File: config.mk
export PLATFORM = sky130hd
export DESIGN_NAME = idle_framed_uart_receiver_crc8_core_flat
export DESIGN_NICKNAME = d
export VERILOG_FILES = /design/src/hw/rtl/irc_pkg.sv /design/src/hw/rtl/irc_intf.sv /design/src/hw/rtl/irc_cfg_regs.sv /design/src/hw/rtl/irc_frame_core.sv /design/src/hw/rtl/idle_framed_uart_receiver_crc8_core.sv /design/src/flat_wrapper.sv
export SDC_FILE = /design/constraint.sdc
export NUM_CORES = 1
export LEC_CHECK = 0
export ABC_AREA = 1
export BUFFER_PORTS_ARGS = -buffer_cell sky130_fd_sc_hd__clkbuf_2
export CAP_MARGIN = 0
export CORE_ASPECT_RATIO = 0.75
export CORE_MARGIN = 2
export CORE_UTILIZATION = 53
export CTS_CLUSTER_DIAMETER = 100
export DETAILED_ROUTE_END_ITERATION = 10
export PLACE_DENSITY = 0.84
export RECOVER_POWER = 100
export SLEW_MARGIN = 20
export SYNTH_ARGS = -nofsm -noshare
export SYNTH_HDL_FRONTEND = slang
export SYNTH_SLANG_ARGS = --single-unit
File: constraint.sdc
create_clock -name clk -period 2.4 [get_ports clk]
set_input_delay 0.48 -clock clk [delete_from_list [all_inputs] [get_ports clk]]
set_output_delay 0.48 -clock clk [all_outputs]
set_load 0.01 [all_outputs]
File: src/hw/rtl/irc_pkg.sv
// ----------------------------------------------------------------------------
// irc_pkg
// Shared types and constants of the idle-framed receiver with CRC-8 check
// ----------------------------------------------------------------------------
package irc_pkg;

  localparam int unsigned MAX_FRAME = 128;

  localparam logic [7:0] HDR0     = 8'h47;
  localparam logic [7:0] HDR1     = 8'h4D;
  localparam logic [7:0] CRC_POLY = 8'h31;

  localparam logic [7:0] IDLE_LIMIT_RST = 8'd5;

  localparam int unsigned CFG_ADDR_W = 3;
  localparam int unsigned CFG_DATA_W = 32;
  localparam logic        REG_IDLE_LIMIT = 1'b0;

  typedef enum logic [1:0] {
    MODE_BYTE    = 2'd0,
    MODE_TICK    = 2'd1,
    MODE_RELEASE = 2'd2
  } irc_mode_t;

  typedef enum logic [1:0] {
    STATUS_OK      = 2'd0,
    STATUS_CRC_ERR = 2'd1,
    STATUS_HDR_ERR = 2'd2
  } irc_status_t;

  typedef struct packed {
    logic        frame_done;
    irc_status_t frame_status;
    logic [7:0]  frame_length;
    logic [7:0]  command_byte;
    logic        byte_accepted;
  } irc_result_t;

endpackage

File: src/hw/rtl/irc_intf.sv
// ----------------------------------------------------------------------------
// irc_intf
// Valid/ready channels for receiver items and frame results
// ----------------------------------------------------------------------------
interface irc_in_if;
  logic       valid;
  logic       ready;
  logic [1:0] mode;
  logic [7:0] data_byte;

  modport source (output valid, output mode, output data_byte, input ready);
  modport sink   (input valid, input mode, input data_byte, output ready);
endinterface

interface irc_out_if;
  logic       valid;
  logic       ready;
  logic       frame_done;
  logic [1:0] frame_status;
  logic [7:0] frame_length;
  logic [7:0] command_byte;
  logic       byte_accepted;

  modport source (output valid, output frame_done, output frame_status,
                  output frame_length, output command_byte,
                  output byte_accepted, input ready);
  modport sink   (input valid, input frame_done, input frame_status,
                  input frame_length, input command_byte,
                  input byte_accepted, output ready);
endinterface

File: src/hw/rtl/irc_cfg_regs.sv
// ----------------------------------------------------------------------------
// irc_cfg_regs
// APB-style register port holding the idle limit
// ----------------------------------------------------------------------------
module irc_cfg_regs
  import irc_pkg::*;
(
  input  logic                  clk,
  input  logic                  rst_n,
  input  logic                  cfg_psel,
  input  logic                  cfg_penable,
  input  logic                  cfg_pwrite,
  input  logic [CFG_ADDR_W-1:0] cfg_paddr,
  input  logic [CFG_DATA_W-1:0] cfg_pwdata,
  output logic [CFG_DATA_W-1:0] cfg_prdata,
  output logic                  cfg_pready,
  output logic [7:0]            idle_limit
);

  logic [7:0] idle_limit_r;
  logic       reg_sel;
  logic       wr_en;

  assign cfg_pready = 1'b1;
  assign reg_sel    = cfg_paddr[CFG_ADDR_W-1];
  assign wr_en      = cfg_psel && cfg_penable && cfg_pwrite && cfg_pready &&
                      (reg_sel == REG_IDLE_LIMIT);

  always_ff @(posedge clk) begin
    if (!rst_n) begin
      idle_limit_r <= IDLE_LIMIT_RST;
    end else if (wr_en) begin
      idle_limit_r <= cfg_pwdata[7:0];
    end
  end

  always_comb begin
    cfg_prdata = '0;
    if (reg_sel == REG_IDLE_LIMIT) begin
      cfg_prdata = {{(CFG_DATA_W-8){1'b0}}, idle_limit_r};
    end
  end

  assign idle_limit = idle_limit_r;

endmodule

File: src/hw/rtl/irc_frame_core.sv
// ----------------------------------------------------------------------------
// irc_frame_core
// Frame state and single-step update: bytes, idle timing, header and CRC check
// ----------------------------------------------------------------------------
module irc_frame_core
  import irc_pkg::*;
#(
  parameter int unsigned MAX_FRAME_LEN = MAX_FRAME
)
(
  input  logic        clk,
  input  logic        rst_n,
  input  logic        item_valid,
  input  logic [1:0]  item_mode,
  input  logic [7:0]  item_byte,
  input  logic [7:0]  idle_limit,
  output irc_result_t result
);

  logic       frame_pending_r, frame_pending_nxt;
  logic       byte_seen_r, byte_seen_nxt;
  logic [7:0] idle_count_r, idle_count_nxt;
  logic [7:0] byte_count_r, byte_count_nxt;
  logic [7:0] running_crc_r, running_crc_nxt;
  logic [7:0] last_byte_r, last_byte_nxt;
  logic       header_match_r, header_match_nxt;
  logic [7:0] captured_command_r, captured_command_nxt;
  logic [7:0] idle_inc;
  irc_mode_t  mode;

  function automatic logic [7:0] crc8_step(input logic [7:0] crc, input logic [7:0] b);
    logic [7:0] c;
    c = crc ^ b;
    for (int i = 0; i < 8; i++) begin
      if (c[7]) begin
        c = {c[6:0], 1'b0} ^ CRC_POLY;
      end else begin
        c = {c[6:0], 1'b0};
      end
    end
    return c;
  endfunction

  assign mode     = irc_mode_t'(item_mode);
  assign idle_inc = idle_count_r + 8'd1;

  always_comb begin
    frame_pending_nxt    = frame_pending_r;
    byte_seen_nxt        = byte_seen_r;
    idle_count_nxt       = idle_count_r;
    byte_count_nxt       = byte_count_r;
    running_crc_nxt      = running_crc_r;
    last_byte_nxt        = last_byte_r;
    header_match_nxt     = header_match_r;
    captured_command_nxt = captured_command_r;
    result               = '0;
    if (item_valid) begin
      unique case (mode)
        MODE_BYTE: begin
          if (!frame_pending_r && (byte_count_r < 8'(MAX_FRAME_LEN))) begin
            if (byte_count_r == 8'd0) begin
              running_crc_nxt  = 8'd0;
              header_match_nxt = (item_byte == HDR0);
            end else begin
              running_crc_nxt = crc8_step(running_crc_r, last_byte_r);
              if (byte_count_r == 8'd1) begin
                header_match_nxt = header_match_r && (item_byte == HDR1);
              end else if (byte_count_r == 8'd2) begin
                captured_command_nxt = item_byte;
              end
            end
            last_byte_nxt        = item_byte;
            byte_count_nxt       = byte_count_r + 8'd1;
            idle_count_nxt       = 8'd0;
            byte_seen_nxt        = 1'b1;
            result.byte_accepted = 1'b1;
          end
        end
        MODE_TICK: begin
          idle_count_nxt = idle_inc;
          if (byte_seen_r && (idle_inc > idle_limit)) begin
            result.frame_done   = 1'b1;
            result.frame_length = byte_count_r;
            result.command_byte = (byte_count_r >= 8'd3) ? captured_command_r : 8'd0;
            if ((byte_count_r < 8'd2) || !header_match_r) begin
              result.frame_status = STATUS_HDR_ERR;
            end else if (running_crc_r != last_byte_r) begin
              result.frame_status = STATUS_CRC_ERR;
            end else begin
              result.frame_status = STATUS_OK;
            end
            frame_pending_nxt    = 1'b1;
            byte_seen_nxt        = 1'b0;
            idle_count_nxt       = 8'd0;
            byte_count_nxt       = 8'd0;
            running_crc_nxt      = 8'd0;
            last_byte_nxt        = 8'd0;
            header_match_nxt     = 1'b0;
            captured_command_nxt = 8'd0;
          end
        end
        MODE_RELEASE: begin
          frame_pending_nxt = 1'b0;
        end
        default: begin
        end
      endcase
    end
  end

  always_ff @(posedge clk) begin
    if (!rst_n) begin
      frame_pending_r    <= 1'b0;
      byte_seen_r        <= 1'b0;
      idle_count_r       <= 8'd0;
      byte_count_r       <= 8'd0;
      running_crc_r      <= 8'd0;
      last_byte_r        <= 8'd0;
      header_match_r     <= 1'b0;
      captured_command_r <= 8'd0;
    end else begin
      frame_pending_r    <= frame_pending_nxt;
      byte_seen_r        <= byte_seen_nxt;
      idle_count_r       <= idle_count_nxt;
      byte_count_r       <= byte_count_nxt;
      running_crc_r      <= running_crc_nxt;
      last_byte_r        <= last_byte_nxt;
      header_match_r     <= header_match_nxt;
      captured_command_r <= captured_command_nxt;
    end
  end

  a_seen_not_pending: assert property (@(posedge clk) disable iff (!rst_n)
    byte_seen_r |-> !frame_pending_r)
    else $error("open frame while a frame is pending");

  a_seen_matches_count: assert property (@(posedge clk) disable iff (!rst_n)
    byte_seen_r == (byte_count_r != 8'd0))
    else $error("byte_seen out of step with byte count");

  a_count_bound: assert property (@(posedge clk) disable iff (!rst_n)
    byte_count_r <= 8'(MAX_FRAME_LEN))
    else $error("byte count past frame limit");

  a_done_sets_pending: assert property (@(posedge clk) disable iff (!rst_n)
    (item_valid && result.frame_done) |=> (frame_pending_r && (byte_count_r == 8'd0)))
    else $error("ended frame not held pending");

endmodule

File: src/hw/rtl/idle_framed_uart_receiver_crc8_core.sv
// ----------------------------------------------------------------------------
// idle_framed_uart_receiver_crc8_core
// UART byte framing by idle timeout with header and CRC-8 check
// ----------------------------------------------------------------------------
// in_ch carries one item per transfer: a received byte (mode 0), a 1 ms tick
// (mode 1) or a software release of the pending frame (mode 2).
// out_ch returns exactly one result per item, in order: byte_accepted for
// bytes, and frame_done with status, length and command byte on the tick
// that ends a frame.
// Items pass an input register, then the frame logic writes the output
// register, and one item is taken every cycle while results are drained.
// When out_ch stalls, the output register holds its result and the input
// register takes one more item; in_ch.ready drops only when both are full.
// idle_limit is written through the cfg_ APB port at byte address 0
// (reset value 5); write it only while no items are in flight.
// Reset (rst_n low, synchronous) empties both registers, clears the frame
// state and leaves no frame pending.
// ----------------------------------------------------------------------------
module idle_framed_uart_receiver_crc8_core
  import irc_pkg::*;
#(
  parameter int unsigned MAX_FRAME_LEN = MAX_FRAME
)
(
  input  logic                  clk,
  input  logic                  rst_n,
  irc_in_if.sink                in_ch,
  irc_out_if.source             out_ch,
  input  logic                  cfg_psel,
  input  logic                  cfg_penable,
  input  logic                  cfg_pwrite,
  input  logic [CFG_ADDR_W-1:0] cfg_paddr,
  input  logic [CFG_DATA_W-1:0] cfg_pwdata,
  output logic [CFG_DATA_W-1:0] cfg_prdata,
  output logic                  cfg_pready
);

  logic        s1_valid_r;
  logic [1:0]  s1_mode_r;
  logic [7:0]  s1_byte_r;
  logic        out_valid_r;
  irc_result_t out_res_r;
  irc_result_t step_res;
  logic [7:0]  idle_limit;
  logic        out_free;
  logic        advance;
  logic        in_xfer;

  irc_cfg_regs u_cfg (
    .clk        (clk),
    .rst_n      (rst_n),
    .cfg_psel   (cfg_psel),
    .cfg_penable(cfg_penable),
    .cfg_pwrite (cfg_pwrite),
    .cfg_paddr  (cfg_paddr),
    .cfg_pwdata (cfg_pwdata),
    .cfg_prdata (cfg_prdata),
    .cfg_pready (cfg_pready),
    .idle_limit (idle_limit)
  );

  assign out_free    = !out_valid_r || out_ch.ready;
  assign advance     = s1_valid_r && out_free;
  assign in_ch.ready = !s1_valid_r || out_free;
  assign in_xfer     = in_ch.valid && in_ch.ready;

  irc_frame_core #(
    .MAX_FRAME_LEN (MAX_FRAME_LEN)
  ) u_core (
    .clk        (clk),
    .rst_n      (rst_n),
    .item_valid (advance),
    .item_mode  (s1_mode_r),
    .item_byte  (s1_byte_r),
    .idle_limit (idle_limit),
    .result     (step_res)
  );

  always_ff @(posedge clk) begin
    if (!rst_n) begin
      s1_valid_r <= 1'b0;
    end else if (in_xfer) begin
      s1_valid_r <= 1'b1;
    end else if (advance) begin
      s1_valid_r <= 1'b0;
    end
  end

  always_ff @(posedge clk) begin
    if (in_xfer) begin
      s1_mode_r <= in_ch.mode;
      s1_byte_r <= in_ch.data_byte;
    end
  end

  always_ff @(posedge clk) begin
    if (!rst_n) begin
      out_valid_r <= 1'b0;
    end else if (advance) begin
      out_valid_r <= 1'b1;
    end else if (out_ch.ready) begin
      out_valid_r <= 1'b0;
    end
  end

  always_ff @(posedge clk) begin
    if (advance) begin
      out_res_r <= step_res;
    end
  end

  assign out_ch.valid         = out_valid_r;
  assign out_ch.frame_done    = out_res_r.frame_done;
  assign out_ch.frame_status  = out_res_r.frame_status;
  assign out_ch.frame_length  = out_res_r.frame_length;
  assign out_ch.command_byte  = out_res_r.command_byte;
  assign out_ch.byte_accepted = out_res_r.byte_accepted;

  a_stall_keeps_input: assert property (@(posedge clk) disable iff (!rst_n)
    (s1_valid_r && !out_free) |=> s1_valid_r)
    else $error("input register lost an item during a stall");

  a_ready_when_out_free: assert property (@(posedge clk) disable iff (!rst_n)
    out_free |-> in_ch.ready)
    else $error("input refused while output side can advance");

  a_result_held: assert property (@(posedge clk) disable iff (!rst_n)
    (out_valid_r && !out_ch.ready) |=> (out_valid_r && $stable(out_res_r)))
    else $error("stalled result changed");

endmodule

File: src/flat_wrapper.sv
// flat-port wrapper written by rule: the top's interface ports become plain ports
module idle_framed_uart_receiver_crc8_core_flat import irc_pkg::*;
#(
  parameter int unsigned MAX_FRAME_LEN = MAX_FRAME
)
  (clk, rst_n, cfg_psel, cfg_penable, cfg_pwrite, cfg_paddr, cfg_pwdata, cfg_prdata, cfg_pready, in_ch_valid, in_ch_mode, in_ch_data_byte, in_ch_ready, out_ch_valid, out_ch_frame_done, out_ch_frame_status, out_ch_frame_length, out_ch_command_byte, out_ch_byte_accepted, out_ch_ready);
  irc_in_if in_ch_i ();
  irc_out_if out_ch_i ();
  input  logic clk;
  input  logic rst_n;
  input  logic cfg_psel;
  input  logic cfg_penable;
  input  logic cfg_pwrite;
  input  logic [CFG_ADDR_W-1:0] cfg_paddr;
  input  logic [CFG_DATA_W-1:0] cfg_pwdata;
  output logic [CFG_DATA_W-1:0] cfg_prdata;
  output logic cfg_pready;
  input wire logic [$bits(in_ch_i.valid)-1:0] in_ch_valid;
  input wire logic [$bits(in_ch_i.mode)-1:0] in_ch_mode;
  input wire logic [$bits(in_ch_i.data_byte)-1:0] in_ch_data_byte;
  output wire logic [$bits(in_ch_i.ready)-1:0] in_ch_ready;
  output wire logic [$bits(out_ch_i.valid)-1:0] out_ch_valid;
  output wire logic [$bits(out_ch_i.frame_done)-1:0] out_ch_frame_done;
  output wire logic [$bits(out_ch_i.frame_status)-1:0] out_ch_frame_status;
  output wire logic [$bits(out_ch_i.frame_length)-1:0] out_ch_frame_length;
  output wire logic [$bits(out_ch_i.command_byte)-1:0] out_ch_command_byte;
  output wire logic [$bits(out_ch_i.byte_accepted)-1:0] out_ch_byte_accepted;
  input wire logic [$bits(out_ch_i.ready)-1:0] out_ch_ready;
  assign in_ch_i.valid = in_ch_valid;
  assign in_ch_i.mode = in_ch_mode;
  assign in_ch_i.data_byte = in_ch_data_byte;
  assign in_ch_ready = in_ch_i.ready;
  assign out_ch_valid = out_ch_i.valid;
  assign out_ch_frame_done = out_ch_i.frame_done;
  assign out_ch_frame_status = out_ch_i.frame_status;
  assign out_ch_frame_length = out_ch_i.frame_length;
  assign out_ch_command_byte = out_ch_i.command_byte;
  assign out_ch_byte_accepted = out_ch_i.byte_accepted;
  assign out_ch_i.ready = out_ch_ready;
  idle_framed_uart_receiver_crc8_core #(.MAX_FRAME_LEN(MAX_FRAME_LEN)) u_core (.clk(clk), .rst_n(rst_n), .in_ch(in_ch_i), .out_ch(out_ch_i), .cfg_psel(cfg_psel), .cfg_penable(cfg_penable), .cfg_pwrite(cfg_pwrite), .cfg_paddr(cfg_paddr), .cfg_pwdata(cfg_pwdata), .cfg_prdata(cfg_prdata), .cfg_pready(cfg_pready));
endmodule
## Word-level counts from Yosys, hierarchy flattened

Cells that the tools add are included.

| word-level totals | value |
|---|---|
| bits in registers | 83 |
| output and inout bits | 55 |
| input port bits | 52 |
| word-level logic and storage cells | 150 |

| cells by class | value |
|---|---|
| add/subtract/negate cells | 2 |
| bitwise logic cells | 12 |
| $lt $le $gt $ge | 4 |
| reduce and logical (&&, ||, !) cells | 29 |
| mux-type cells | 71 |
| eq/ne operators | 13 |

Operator list:

| kind | count |
|---|---|
| $mux 8 | 41 |
| $pmux 8 s2 | 5 |
| $mux 6 | 8 |
| $not 3->3 | 8 |
| $mux 19 | 1 |
| $add 8x1->8 const B | 2 |
| $eq 8x7->1 const B | 2 |
| $mux 1 | 12 |
| $ne 2x2->1 const B | 5 |
| $reduce_and 3->1 | 3 |
| $eq 8x1->1 const B | 1 |
| $eq 8x2->1 const B | 1 |
| $ge 8x2->1 const B | 1 |
| $gt 8x8->1 | 1 |
| $logic_and 1x1->1 | 8 |
| $logic_not 8->1 | 1 |
| $lt 8x2->1 const B | 1 |
| $lt 8x8->1 const B | 1 |
| $ne 8x8->1 | 1 |
| $reduce_bool 2->1 | 4 |
| $xor 8x8->8 | 1 |
| $reduce_and 7->1 | 1 |
| $pmux 1 s2 | 3 |
| $reduce_and 5->1 | 1 |
| other kinds (11) | 18 |

## Depth between registers and ports, before layout

| logic depth | value |
|---|---|
| depth in word-level cells | 48 |
| gate-level depth with buffers | 17 |
| depth with buffers taken out | 17 |

## Cells and area by module

A second synthesis with hierarchy kept.

| unflattened totals | value |
|---|---|
| cells, all modules | 552 |
| area total of the unflattened synthesis | 4,305.4 um^2 |

By module, submodules not included:

| module | area each (um^2) | times used | cells each | sequential area each (um^2) |
|---|---|---|---|---|
| irc_frame_core | 2,655.0 | 1 | 412 | 860.8 |
| idle_framed_uart_receiver_crc8_core | 996.0 | 1 | 43 | 940.9 |
| irc_cfg_regs | 654.4 | 1 | 97 | 160.2 |

## Worst setup path after synthesis

Ideal clock, no wire load.

| timing | value |
|---|---|
| kind | register -> register |
| from | register u_core.u_core.idle_count_r[0] |
| to | register u_core.u_core.byte_count_r[0] |
| buffers on the path | 1 |
| period minus slack after synthesis | 2.217 ns |
| setup slack | 0.183 ns |
| library setup time | 0.113 ns |
| data arrival time | 2.104 ns |
| cell stages (with the launch flop) | 15 |
| required time | 2.287 ns |
| cells stage by stage | dfxtp_1 -> ha_1 -> nand3_1 -> nand3b_1 -> xnor2_1 -> ha_1 -> nand2_1 -> nor2_1 -> a21oi_1 -> nand2_2 -> nand2_4 -> nand2_4 -> buf_4 -> o21ai_1 -> inv_1 |

| between the ends | value |
|---|---|
| word-level cells in the longest chain between the ends | 5 |

RTL lines:

| item | RTL line | RTL |
|---|---|---|
| from (decl) | irc_frame_core.sv:22 | `logic [7:0] idle_count_r, idle_count_nxt;` |
| from (signal assigned) | irc_frame_core.sv:124 | `idle_count_r <= idle_count_nxt;` |
| $add 8x1->8 | irc_frame_core.sv:45 | `assign idle_inc = idle_count_r + 8'd1;` |
| $gt 8x8->1 | irc_frame_core.sv:81 | `if (byte_seen_r && (idle_inc > idle_limit)) begin` |
| $logic_and 1x1->1 | irc_frame_core.sv:81 |  |
| $ne 2x2->1 (no source line) | n/a |  |
| $reduce_and 4->1 (no source line) | n/a |  |
| to (signal assigned) | irc_frame_core.sv:125 | `byte_count_r <= byte_count_nxt;` |
| to (decl) | irc_frame_core.sv:23 | `logic [7:0] byte_count_r, byte_count_nxt;` |

Every way passes these cells.
A chain may end at the register's enable or synchronous reset.

## Worst setup path in the final report

| timing | value |
|---|---|
| from | register u_core.u_core.idle_count_r[1] |
| to | register u_core.u_core.idle_count_r[2] |

| between the ends | value |
|---|---|
| word-level cells in the longest chain between the ends | 5 |

RTL lines:

| item | RTL line | RTL |
|---|---|---|
| $add 8x1->8 * | irc_frame_core.sv:45 |  |
| $gt 8x8->1 | irc_frame_core.sv:81 |  |
| $logic_and 1x1->1 | irc_frame_core.sv:81 |  |
| $mux 8 * | irc_frame_core.sv:81 |  |
| $pmux 8 s2 * | irc_frame_core.sv:58 | `unique case (mode)` |

Mark *: on every way between the ends. The rest lies on a longest branch, timed or not.

==> impl_metrics.yaml <==
place:
  pre_cts_ws_ps: -153
  place_congestion: 0.876
  hpwl_mm: 6.41
  port_buffers: 55
cells_and_area:
  final_util_pct: 62.9
  multi_input_area_um2: 1930
  fin_nets: 655
  seqCellArea_um2: 1970
  diodes: 0
  final_common_cell: "nand2_1"
  drive_gt1_share_pct: 22.5
  nFillCells: 629
  final_cell_mix: "nand2_1 (120), inv_1 (69), clkbuf_2 (54), dfxtp_1 (50), nor2_1 (42)"
  area_growth_pct: 16.4
pwr:
  swShare_pct: 25.2
  p_clk_share_pct: 38.9
  irDropWorstVdd_v: 0.000556
  power.density_nw_per_um2: 592
  report.power.total_uw: 2910
  power.switching_uw: 735
  leakagePower_uw: 0.00219
  p_int_uw: 2180
  p_seq_share_pct: 52.0
  combPwrFrac_pct: 9.1
floorplan:
  core_area_um2: 7810
  die_x_um: 107
  dieHeight_um: 81.3
  fp.dieArea_um2: 8700
  start_util_pct: 54.1
  std_cell_rows: 28
  pin_count: 107
flow_run:
  max_cap_viol_count: 0
setup_path:
  cp.arrival_ps: 2710
  cp.required_ps: 2680
  crit_type: "reg -> reg"
  cp-start-kind: "flip-flop"
  cp_max_fo: 7
  r2r_cells: 16
  reg2reg_slack_ps: -30
  endpoint_kind: "flip-flop"
worst_hold_path:
  hold_depth: 1
  hold_class: "in -> reg"
route:
  num_vias: 3496
  routed_via_density: 4.99
  routedWlPerCell_um: 13.0
  ant_nets: 0
  drt-total-wl_mm: 9.08
  first_pass_iters: 4
  drc: 0
  drt_iter0_drc: 289
grt:
  antenna_found_initial: 0
  overflow: 0
  grt_pass1_wl_mm: 14.9
  grt_max_degree: 26
  track_usage_pct: 22.1
  grt_pass1_vias: 3268
outcome:
  violations: "negative setup slack"
  outcome: "finished with violations"
clock_network:
  ctsHtreeMaxLevel: 3
  clk_path_buf_depth: 2
  cts.hold.buffers_added: 0
  cts_buffers: 9
  cts_tree: "done"
  clock-sinks: 83
  clk-insertion-delay-late_ps: 370
  cts-root-buf: "clkbuf_8"
  path_clk_slew_ps: 80
sta:
  drv_slew: 0
  skew_ps: 8.58
  hold_violations: 0
  rsz0062_at_grt: "true"
  worstMarginPinSlew_ps: 541
  worst_slack_ps: -30.6
  setup_tns_ps: -78.6
  finalCritPeriodShare_pct: 101
  setup_viol: 4
  timing.final.crit_period_ps: 2430
  relSlewSlack_pct: 63.7
  clock.fmax_mhz: 411
logic_synthesis:
  ys_seq_elements: 83
  ys_seq_area_share_pct: 46.5
  synthArstFlopShare_pct: 0
  netlist_instances: 524
  synth_edf_count: 30
  yosysWarnings: 0
  ys.flop_type: "dfxtp_1"
  avgSynthCellArea_um2: 8.06
  ys_types: 40
  netlist_area_um2: 4220
## power by group through the flow
stage               sequential (uW)  clock [uW]  combinational [uW]
floorplan                      1550           0                 199
global placement               1550           0                 242
detailed placement             1550           0                 251
CTS                            1510        1140                 255
global route                   1520        1210                 293
finish                         1510        1130                 264
## layer usage
layer	share of wire [%]	wire [um]	GRT usage [%]	vias up
met5	0	0	0	-
met4	1.6	146	7.14	0
met1	46	4180	28.3	1602
li1	-	-	-	1754
met3	6.3	574	5.46	15
met2	46	4170	36.9	125
## worst max-delay path, cell delays in order, from the launching register on
cell and delay [ps]:
dfxtp_4 390, nand3_4 90, inv_2 60, nand3_2 70
nor2_1 110, nand2_1 100, xnor2_2 160, ha_1 310
a21o_1 180, nor2_1 90, nand2_1 70, nand2_2 120
nand2_4 80, buf_6 150, nor2_8 150, nand2_2 80
a21oi_2 150
## synth_stat cells (2+ instances only)
cell | n | area [um^2]
xnor2_1 | 8 | 70.1
ha_1 | 12 | 150
nor2_1 | 44 | 165
nand2_1 | 125 | 469
nand2_2 | 7 | 43.8
inv_2 | 5 | 18.8
clkbuf_1 | 3 | 11.3
nor2_2 | 3 | 18.8
nor3_1 | 5 | 25.0
o211ai_1 | 2 | 15.0
xor2_1 | 5 | 43.8
a21oi_4 | 3 | 48.8
dfxtp_1 | 53 | 1060
nand3b_1 | 3 | 22.5
nand4_1 | 2 | 12.5
inv_1 | 70 | 263
o21ai_1 | 13 | 65.1
nand2_4 | 4 | 45.0
buf_2 | 2 | 10.0
o21ai_0 | 11 | 55.1
nor2_8 | 2 | 40.0
nand3_1 | 31 | 155
a21oi_1 | 38 | 190
edfxtp_1 | 30 | 901
conb_1 | 2 | 7.51
buf_4 | 27 | 203
## flip-flops by register name, summed over array words and instances, names as in the netlist
signal / count
u_core.out_ch.byte_accepted: 1
u_core.out_ch.command_byte: 8
u_core.out_ch.frame_done: 1
u_core.out_ch.frame_length: 8
u_core.out_ch.frame_status: 2
u_core.out_ch.valid: 1
u_core.s1_byte_r: 8
u_core.s1_mode_r: 2
u_core.s1_valid_r: 1
u_core.u_cfg.idle_limit: 8
u_core.u_core.byte_count_r: 8
u_core.u_core.byte_seen_r: 1
u_core.u_core.captured_command_r: 8
u_core.u_core.frame_pending_r: 1
u_core.u_core.header_match_r: 1
u_core.u_core.idle_count_r: 8
u_core.u_core.last_byte_r: 8
u_core.u_core.running_crc_r: 8
## logic make-up (layout without fill, tap and decap cells)
group           after synthesis  after routing  synth area share (%)
simple gates                231            231                  24.6
buf+inv                     110            159                  12.5
flops                        83             83                  46.5
compound gates               73             73                  10.1
xor+xnor                     13             13                  2.70
fa+ha+maj                    12             12                  3.56
other cells                   2             25                 0.178
## final cells by class
class	count	share of cell area (%)
Multi-Input combinational cell	354	39.2
Clock buffer	10	2.60
Sequential cell	83	40.1
Clock inverter	6	1.99
Inverter	76	5.86
Timing Repair Buffer	67	7.56
Tap cell	105	2.67
## metrics by stage
stage	std cells	instance area (um^2)	hold WS, ps
after floorplan	547	4310	438
after global placement	679	4520	450
after detailed placement	679	4520	459
after CTS	698	4860	275
after global routing	701	4910	269
final	701	4910	284
## what timing repair did
item	in CTS	in global routing
gates resized for setup	22	9
setup endpoints to repair	60	61
pin swaps	15	10
buffers inserted	3	3
## final timing paths
check / start / end
worst min-delay path: in_ch_data_byte[4] / u_core.s1_byte_r[4]
worst max-delay path: u_core.u_core.idle_count_r[1] / u_core.u_core.idle_count_r[2]
worst max register to register: u_core.u_core.idle_count_r[1] / u_core.u_core.idle_count_r[2]
worst min register to register: u_core.u_core.captured_command_r[7] / u_core.u_core.captured_command_r[7]
Power figures use the tool's default switching activity.
